<file path="config.mk">
export PLATFORM = sky130hd
export DESIGN_NAME = button_debounce_long_press_repeat_flat
export DESIGN_NICKNAME = d
export VERILOG_FILES = /design/src/bdlp_pkg.sv /design/src/bdlp_if.sv /design/src/bdlp_cfg.sv /design/src/bdlp_core.sv /design/src/button_debounce_long_press_repeat.sv /design/src/flat_wrapper.sv
export SDC_FILE = /design/constraint.sdc
export NUM_CORES = 1
export LEC_CHECK = 0
export BUFFER_PORTS_ARGS = -buffer_cell sky130_fd_sc_hd__buf_4
export CORE_MARGIN = 1.5
export CORE_UTILIZATION = 66
export DETAILED_ROUTE_END_ITERATION = 8
export PLACE_DENSITY = 0.93
export REMOVE_ABC_BUFFERS = 1
export SYNTH_ARGS = -nofsm -noshare
export SYNTH_HDL_FRONTEND = slang
export SYNTH_HIERARCHICAL = 1
export SYNTH_SLANG_ARGS = --single-unit
export TNS_END_PERCENT = 30
</file>
<file path="constraint.sdc">
create_clock -name clk -period 9.8 [get_ports clk]
set_clock_uncertainty 0.1 [all_clocks]
set_input_delay 0.98 -clock clk [delete_from_list [all_inputs] [get_ports clk]]
set_output_delay 0.98 -clock clk [all_outputs]
set_load 0.01 [all_outputs]
</file>
<file path="src/bdlp_pkg.sv">
// bdlp_pkg: shared types and codes for the button debounce block
// phase codes, event codes, register indexes and the configuration struct
// no dependencies
`timescale 1ns / 1ps
`default_nettype none

package bdlp_pkg;

  localparam int TIME_W  = 32;
  localparam int PHASE_W = 2;
  localparam int EVENT_W = 2;
  localparam int CFG_IDX_W = 3;
  localparam int CFG_DATA_W = 32;

  // phase codes
  localparam logic [PHASE_W-1:0] PH_IDLE     = 2'd0;
  localparam logic [PHASE_W-1:0] PH_DEBOUNCE = 2'd1;
  localparam logic [PHASE_W-1:0] PH_PRESSED  = 2'd2;
  localparam logic [PHASE_W-1:0] PH_REPEAT   = 2'd3;

  // event codes
  localparam logic [EVENT_W-1:0] EV_NONE   = 2'd0;
  localparam logic [EVENT_W-1:0] EV_PRESS  = 2'd1;
  localparam logic [EVENT_W-1:0] EV_LONG   = 2'd2;
  localparam logic [EVENT_W-1:0] EV_REPEAT = 2'd3;

  // register indexes
  localparam logic [CFG_IDX_W-1:0] REG_DEBOUNCE_MS   = 3'd0;
  localparam logic [CFG_IDX_W-1:0] REG_LONG_PRESS_MS = 3'd1;
  localparam logic [CFG_IDX_W-1:0] REG_REPEAT_MS     = 3'd2;
  localparam logic [CFG_IDX_W-1:0] REG_PRESS_EN      = 3'd3;
  localparam logic [CFG_IDX_W-1:0] REG_LONG_EN       = 3'd4;
  localparam logic [CFG_IDX_W-1:0] REG_REPEAT_EN     = 3'd5;

  // register reset values
  localparam logic [TIME_W-1:0] DEBOUNCE_MS_RST   = 32'd20;
  localparam logic [TIME_W-1:0] LONG_PRESS_MS_RST = 32'd1000;
  localparam logic [TIME_W-1:0] REPEAT_MS_RST     = 32'd200;

  typedef struct packed {
    logic [TIME_W-1:0] debounce_ms;
    logic [TIME_W-1:0] long_press_ms;
    logic [TIME_W-1:0] repeat_ms;
    logic              press_event_enable;
    logic              long_event_enable;
    logic              repeat_event_enable;
  } bdlp_cfg_t;

endpackage

`default_nettype wire

</file>
<file path="src/bdlp_if.sv">
// bdlp_if: valid/ready channel interfaces for polls and results
// depends on bdlp_pkg for field widths
`timescale 1ns / 1ps
`default_nettype none

interface bdlp_in_if
  import bdlp_pkg::*;
  ();
  logic              valid;
  logic              ready;
  logic              pin_level;
  logic [TIME_W-1:0] now_ms;

  modport source (output valid, output pin_level, output now_ms, input ready);
  modport sink   (input valid, input pin_level, input now_ms, output ready);
endinterface

interface bdlp_out_if
  import bdlp_pkg::*;
  ();
  logic               valid;
  logic               ready;
  logic [EVENT_W-1:0] event_code;
  logic [PHASE_W-1:0] fsm_state;

  modport source (output valid, output event_code, output fsm_state, input ready);
  modport sink   (input valid, input event_code, input fsm_state, output ready);
endinterface

`default_nettype wire

</file>
<file path="src/bdlp_cfg.sv">
// bdlp_cfg: timing and event enable registers behind the write port
// depends on bdlp_pkg
`timescale 1ns / 1ps
`default_nettype none

module bdlp_cfg
  import bdlp_pkg::*;
(
  input  wire logic                  clk,
  input  wire logic                  rst_n,
  input  wire logic                  cfg_we,
  input  wire logic [CFG_IDX_W-1:0]  cfg_index,
  input  wire logic [CFG_DATA_W-1:0] cfg_wdata,
  output bdlp_cfg_t                  cfg
);

  bdlp_cfg_t cfg_r;
  bdlp_cfg_t cfg_nxt;

  always_comb begin
    cfg_nxt = cfg_r;
    if (cfg_we) begin
      case (cfg_index)
        REG_DEBOUNCE_MS:   cfg_nxt.debounce_ms         = cfg_wdata[TIME_W-1:0];
        REG_LONG_PRESS_MS: cfg_nxt.long_press_ms       = cfg_wdata[TIME_W-1:0];
        REG_REPEAT_MS:     cfg_nxt.repeat_ms           = cfg_wdata[TIME_W-1:0];
        REG_PRESS_EN:      cfg_nxt.press_event_enable  = cfg_wdata[0];
        REG_LONG_EN:       cfg_nxt.long_event_enable   = cfg_wdata[0];
        REG_REPEAT_EN:     cfg_nxt.repeat_event_enable = cfg_wdata[0];
        default: begin
          // unused index, write dropped
        end
      endcase
    end
  end

  always_ff @(posedge clk) begin
    if (!rst_n) begin
      cfg_r.debounce_ms         <= DEBOUNCE_MS_RST;
      cfg_r.long_press_ms       <= LONG_PRESS_MS_RST;
      cfg_r.repeat_ms           <= REPEAT_MS_RST;
      cfg_r.press_event_enable  <= 1'b0;
      cfg_r.long_event_enable   <= 1'b0;
      cfg_r.repeat_event_enable <= 1'b0;
    end else begin
      cfg_r <= cfg_nxt;
    end
  end

  assign cfg = cfg_r;

endmodule

`default_nettype wire

</file>
<file path="src/bdlp_core.sv">
// bdlp_core: four-phase debounce machine with its timestamp register
// one poll per enabled cycle; depends on bdlp_pkg
`timescale 1ns / 1ps
`default_nettype none

module bdlp_core
  import bdlp_pkg::*;
(
  input  wire logic               clk,
  input  wire logic               rst_n,
  input  wire logic               step_en,
  input  wire logic               pin_level,
  input  wire logic [TIME_W-1:0]  now_ms,
  input  wire bdlp_cfg_t          cfg,
  output logic      [EVENT_W-1:0] event_code,
  output logic      [PHASE_W-1:0] fsm_state
);

  logic [PHASE_W-1:0] phase_r;
  logic [PHASE_W-1:0] phase_nxt;
  logic [TIME_W-1:0]  mark_r;
  logic [TIME_W-1:0]  mark_nxt;
  logic [TIME_W-1:0]  elapsed;
  logic               held;
  logic [EVENT_W-1:0] ev;

  assign held    = ~pin_level;
  // modulo 2^32 interval
  assign elapsed = now_ms - mark_r;

  always_comb begin
    phase_nxt = phase_r;
    mark_nxt  = mark_r;
    ev        = EV_NONE;
    case (phase_r)
      PH_IDLE: begin
        if (held) begin
          phase_nxt = PH_DEBOUNCE;
          mark_nxt  = now_ms;
        end
      end
      PH_DEBOUNCE: begin
        if (elapsed > cfg.debounce_ms) begin
          if (held) begin
            phase_nxt = PH_PRESSED;
            mark_nxt  = now_ms;
            if (cfg.press_event_enable) ev = EV_PRESS;
          end else begin
            phase_nxt = PH_IDLE;
          end
        end
      end
      PH_PRESSED: begin
        if (!held) begin
          phase_nxt = PH_IDLE;
        end else if (elapsed > cfg.long_press_ms) begin
          phase_nxt = PH_REPEAT;
          mark_nxt  = now_ms;
          if (cfg.long_event_enable) ev = EV_LONG;
        end
      end
      default: begin
        if (!held) begin
          phase_nxt = PH_IDLE;
        end else if (elapsed > cfg.repeat_ms && cfg.repeat_event_enable) begin
          mark_nxt = now_ms;
          ev       = EV_REPEAT;
        end
      end
    endcase
  end

  always_ff @(posedge clk) begin
    if (!rst_n) begin
      phase_r <= PH_IDLE;
      mark_r  <= '0;
    end else if (step_en) begin
      phase_r <= phase_nxt;
      mark_r  <= mark_nxt;
    end
  end

  assign event_code = ev;
  assign fsm_state  = phase_nxt;

endmodule

`default_nettype wire

</file>
<file path="src/button_debounce_long_press_repeat.sv">
// button_debounce_long_press_repeat: debouncer with long-press and auto-repeat events
// path: accepted poll passes the input register, then the result register, to result valid
// one poll per cycle unless out_ch stalls; the phase/timestamp update is combinational
// reset: synchronous active-low rst_n empties both stages, sets idle phase, zero timestamp
// and register values 20, 1000, 200 ms with all events disabled
// depends on bdlp_pkg, bdlp_if, bdlp_cfg, bdlp_core
`timescale 1ns / 1ps
`default_nettype none

module button_debounce_long_press_repeat
  import bdlp_pkg::*;
(
  input  wire logic                  clk,
  input  wire logic                  rst_n,
  bdlp_in_if.sink                    in_ch,
  bdlp_out_if.source                 out_ch,
  input  wire logic                  cfg_we,
  input  wire logic [CFG_IDX_W-1:0]  cfg_index,
  input  wire logic [CFG_DATA_W-1:0] cfg_wdata
);

  bdlp_cfg_t          cfg;

  logic               s1_valid_r;
  logic               s1_pin_r;
  logic [TIME_W-1:0]  s1_now_r;
  logic               s1_adv;

  logic               out_valid_r;
  logic [EVENT_W-1:0] out_event_r;
  logic [PHASE_W-1:0] out_state_r;
  logic               out_free;

  logic [EVENT_W-1:0] core_event;
  logic [PHASE_W-1:0] core_state;

  bdlp_cfg u_cfg (
    .clk       (clk),
    .rst_n     (rst_n),
    .cfg_we    (cfg_we),
    .cfg_index (cfg_index),
    .cfg_wdata (cfg_wdata),
    .cfg       (cfg)
  );

  // result register frees up when empty or taken this cycle
  assign out_free    = !out_valid_r || out_ch.ready;
  assign s1_adv      = s1_valid_r && out_free;
  assign in_ch.ready = !s1_valid_r || out_free;

  bdlp_core u_core (
    .clk        (clk),
    .rst_n      (rst_n),
    .step_en    (s1_adv),
    .pin_level  (s1_pin_r),
    .now_ms     (s1_now_r),
    .cfg        (cfg),
    .event_code (core_event),
    .fsm_state  (core_state)
  );

  always_ff @(posedge clk) begin
    if (!rst_n) begin
      s1_valid_r <= 1'b0;
    end else if (in_ch.ready) begin
      s1_valid_r <= in_ch.valid;
    end
  end

  always_ff @(posedge clk) begin
    if (in_ch.ready && in_ch.valid) begin
      s1_pin_r <= in_ch.pin_level;
      s1_now_r <= in_ch.now_ms;
    end
  end

  always_ff @(posedge clk) begin
    if (!rst_n) begin
      out_valid_r <= 1'b0;
    end else if (out_free) begin
      out_valid_r <= s1_valid_r;
    end
  end

  always_ff @(posedge clk) begin
    if (s1_adv) begin
      out_event_r <= core_event;
      out_state_r <= core_state;
    end
  end

  assign out_ch.valid      = out_valid_r;
  assign out_ch.event_code = out_event_r;
  assign out_ch.fsm_state  = out_state_r;

endmodule

`default_nettype wire
</file>
<file path="src/flat_wrapper.sv">
// flat-port wrapper written by rule: the top's interface ports become plain ports
module button_debounce_long_press_repeat_flat import bdlp_pkg::*;
  (clk, rst_n, cfg_we, cfg_index, cfg_wdata, in_ch_valid, in_ch_pin_level, in_ch_now_ms, in_ch_ready, out_ch_valid, out_ch_event_code, out_ch_fsm_state, out_ch_ready);
  bdlp_in_if in_ch_i ();
  bdlp_out_if out_ch_i ();
  input  wire logic clk;
  input  wire logic rst_n;
  input  wire logic cfg_we;
  input  wire logic [CFG_IDX_W-1:0] cfg_index;
  input  wire logic [CFG_DATA_W-1:0] cfg_wdata;
  input wire logic [$bits(in_ch_i.valid)-1:0] in_ch_valid;
  input wire logic [$bits(in_ch_i.pin_level)-1:0] in_ch_pin_level;
  input wire logic [$bits(in_ch_i.now_ms)-1:0] in_ch_now_ms;
  output wire logic [$bits(in_ch_i.ready)-1:0] in_ch_ready;
  output wire logic [$bits(out_ch_i.valid)-1:0] out_ch_valid;
  output wire logic [$bits(out_ch_i.event_code)-1:0] out_ch_event_code;
  output wire logic [$bits(out_ch_i.fsm_state)-1:0] out_ch_fsm_state;
  input wire logic [$bits(out_ch_i.ready)-1:0] out_ch_ready;
  assign in_ch_i.valid = in_ch_valid;
  assign in_ch_i.pin_level = in_ch_pin_level;
  assign in_ch_i.now_ms = in_ch_now_ms;
  assign in_ch_ready = in_ch_i.ready;
  assign out_ch_valid = out_ch_i.valid;
  assign out_ch_event_code = out_ch_i.event_code;
  assign out_ch_fsm_state = out_ch_i.fsm_state;
  assign out_ch_i.ready = out_ch_ready;
  button_debounce_long_press_repeat u_core (.clk(clk), .rst_n(rst_n), .in_ch(in_ch_i), .out_ch(out_ch_i), .cfg_we(cfg_we), .cfg_index(cfg_index), .cfg_wdata(cfg_wdata));
endmodule
</file>
==> run_results.csv <==
group,metric,value,unit
sta,grt_setup_unrepaired,"no",
final_layout,fin_cells,1462,
power,p_leak,4.96,nW
power,power.total,1.92,mW
yosys,synth-async-reset-ratio,0,%
floorplan,initial_core_util,67.3,%
yosys,synth_most_common_cell,"nand2_1",
place,gp_congestion,0.913,
place,portBuffers,78,
yosys,yosysTopAreaCellShare,25.4,%
grt,grtUsageTotal,30.3,%
yosys,synth_edf_count,37,
yosys,ys_ff_latch,172,
route,vias,8602,
floorplan,io_pins,79,
clocking,post_cts_buffers,0,
yosys,yosysWarnings,6,
final_layout,nNetsFinal,1434,
sta,fin_crit,5820,ps
place,dpl_worst_slack,4240,ps
setup_path,critPathCaptureType,"register",
route,ant_nets,0,
grt,grt_pass1_vias,8663,
clocking,cts_buffer_depth,2,
power,ir_drop,0.147,mV
yosys,syn_area_per_cell,9.09,um^2
setup_path,arrival,6090,ps
place,dp_cells,1430,
yosys,synthesis.area,10700,um^2
grt,antenna_found_initial,0,
yosys,synth_cell_type_count,72,
floorplan,die_h,130,um
grt,grt_pass1_wl,39800,um
route,via_per_inst,5.88,
yosys,ys_top_cells_by_count,"nand2_1, inv_1, dfxtp_1",
route,drt_iter0_markers,826,
sta,fin_crit_sh,59.4,%
sta,setup_tns,0,ps
setup_path,worst-path-max-fanout,32,
clocking,cts-resized-gates,0,
floorplan,dieWidth,130,um
floorplan,die-area,16900,um^2
yosys,synthCells,1171,
clocking,root_buffer,"clkbuf_16",
sta,worstMarginPinSlew,1140,ps
yosys,synth-main-ff-cell,"dfxtp_1",
status,status,"finished clean",
run,max-cap-violations,0,
floorplan,core_area,15800,um^2
clocking,cts_tree,"done",
clocking,clk_pin_slew_worst_paths,60,ps
sta,slew-limit-headroom,24.2,%
place,dp_hpwl,17400,um
sta,fmax,0.172,GHz
power,p_per_area,160,nW/um^2
route,wl,24900,um
setup_path,path_class,"register to register",
clocking,ctsHoldBuffers,0,
hold_path,hp-class,"register to register",
route,drt-wirelength-per-cell,17.0,um
sta,slew_viol_final,0,
route,drc,0,
grt,grt_overflow_total,0,
grt,grt_max_degree,115,
clocking,clk_latency,440,ps
floorplan,num_rows,46,
yosys,ys_seq_area_share,35.8,%
clocking,clock-sinks,172,
sta,finalSetupViolCount,0,
setup_path,crit_path_start_kind,"register",
final_layout,drive_gt1_share,11.1,%
sta,hold_viol,0,
yosys,yosys.area.top_type,"dfxtp_1",
final_layout,area.growth.synth_to_final,12.2,%
setup_path,required,10060,ps
yosys,netlist_top_cells_area,"dfxtp_1, ha_1, mux2i_1, edfxtp_1, nand2_1",
final_layout,antenna_cells,0,
sta,fin_ws,3980,ps
route,drt_pass1_iterations,5,
clocking,cts_max_level,4,
clocking,cts_buffers,17,
==> critical path: stages (launching register included) <==
cell and delay (ps):
edfxtp_1 390, ha_1 410, a21oi_1 100, o21ai_0 380, o21ai_0 270, a21boi_0 300, o21ai_1 130, a21boi_1 440
a21oi_1 160, a211oi_1 530, ha_1 240, nand4_1 130, nor4b_1 590, a21bo_1 250, a311oi_2 130, a2111oi_4 330
buf_4 560, mux2i_1 270
==> through the flow <==
stage                     cell area [um^2]  hold slack, ps  util, %
final                                12000             359     75.5
after global routing                 12000             374     75.5
after CTS                            12000             358     75.5
after floorplan                      10400             330        -
after global placement               11300             341     71.5
after detailed placement             11300             346     71.5
==> flip-flops by register name (all words and copies together) (netlist names) <==
name and cells:
u_core/out_ch.event_code 2, u_core/u_core/mark_r 32, u_core/s1_valid_r 1, u_core/s1_now_r 32, u_core/u_cfg/cfg 99, u_core/s1_pin_r 1
u_core/out_ch.fsm_state 2, u_core/out_ch.valid 1, u_core/u_core/phase_r 2
==> placed cells by master (no fill, tap or decap), types with 4 or more instances in the layout <==
master and count:
edfxtp_1 37, a21boi_1 4, nand2b_1 4, nor3_1 7, o211ai_1 8, a211oi_1 6
clkbuf_8 4, a21oi_1 60, xnor2_1 18, nor2_1 31, a21o_1 25, o21a_1 13
nand3_1 13, a211o_1 6, clkbuf_16 20, buf_4 82, nor2b_1 22, ha_1 127
nor4_1 4, mux2i_1 133, inv_1 145, dfxtp_1 135, nand4_1 20, o21ai_0 17
nand2_1 223, xor2_1 7
==> cell type report <==
cell class                      count  area [um^2]
Clock buffer                       26          563
Clock inverter                      6         67.6
Fill cell                        1032         3870
Inverter                          145          544
Multi-Input combinational cell    814         6070
Sequential cell                   172         3810
Tap cell                          216          270
Timing Repair Buffer               83          627
==> power breakdown <==
group          switching [mW]  total, mW  leakage (nW)  internal [mW]
combinational           0.262      0.447          3.20          0.185
clock                   0.284      0.708         0.301          0.424
sequential             0.0147      0.763          1.45          0.748
total                   0.561       1.92          4.96           1.36
==> cells by family (layout without fill, tap and decap cells) <==
group / Yosys count / count (layout) / share of synthesized area [%]
compound gates: 176 / 176 / 11.5
xor+xnor: 25 / 25 / 2.06
fa+ha+maj: 128 / 128 / 15.1
buf+inv: 185 / 260 / 7.37
flops: 172 / 172 / 35.8
mux: 133 / 133 / 12.5
simple gates: 352 / 352 / 15.7
==> path summary, 6_finish.rpt <==
| check | startpoint | endpoint | slack, ps | depth (start not counted) |
|---|---|---|---|---|
| hold reg to reg | u_core/u_core/mark_r[25] | u_core/u_core/mark_r[25] | 360 | 2 |
| hold / removal | u_core/u_core/mark_r[25] | u_core/u_core/mark_r[25] | 360 | 2 |
| setup reg to reg | u_core/s1_now_r[11] | u_core/u_core/mark_r[10] | 3980 | 17 |
| setup / recovery | u_core/s1_now_r[11] | u_core/u_core/mark_r[10] | 3980 | 17 |
==> per-layer routing <==
layer  up-vias  wire [um]  global-route usage, %
met4         0       1230                   18.2
met5         -          0                      0
li1       4153          -                      -
met3       105       1380                   5.62
met1      3978       9830                   32.6
met2       366      12500                   55.1
(Power assumes the default switching activity.)
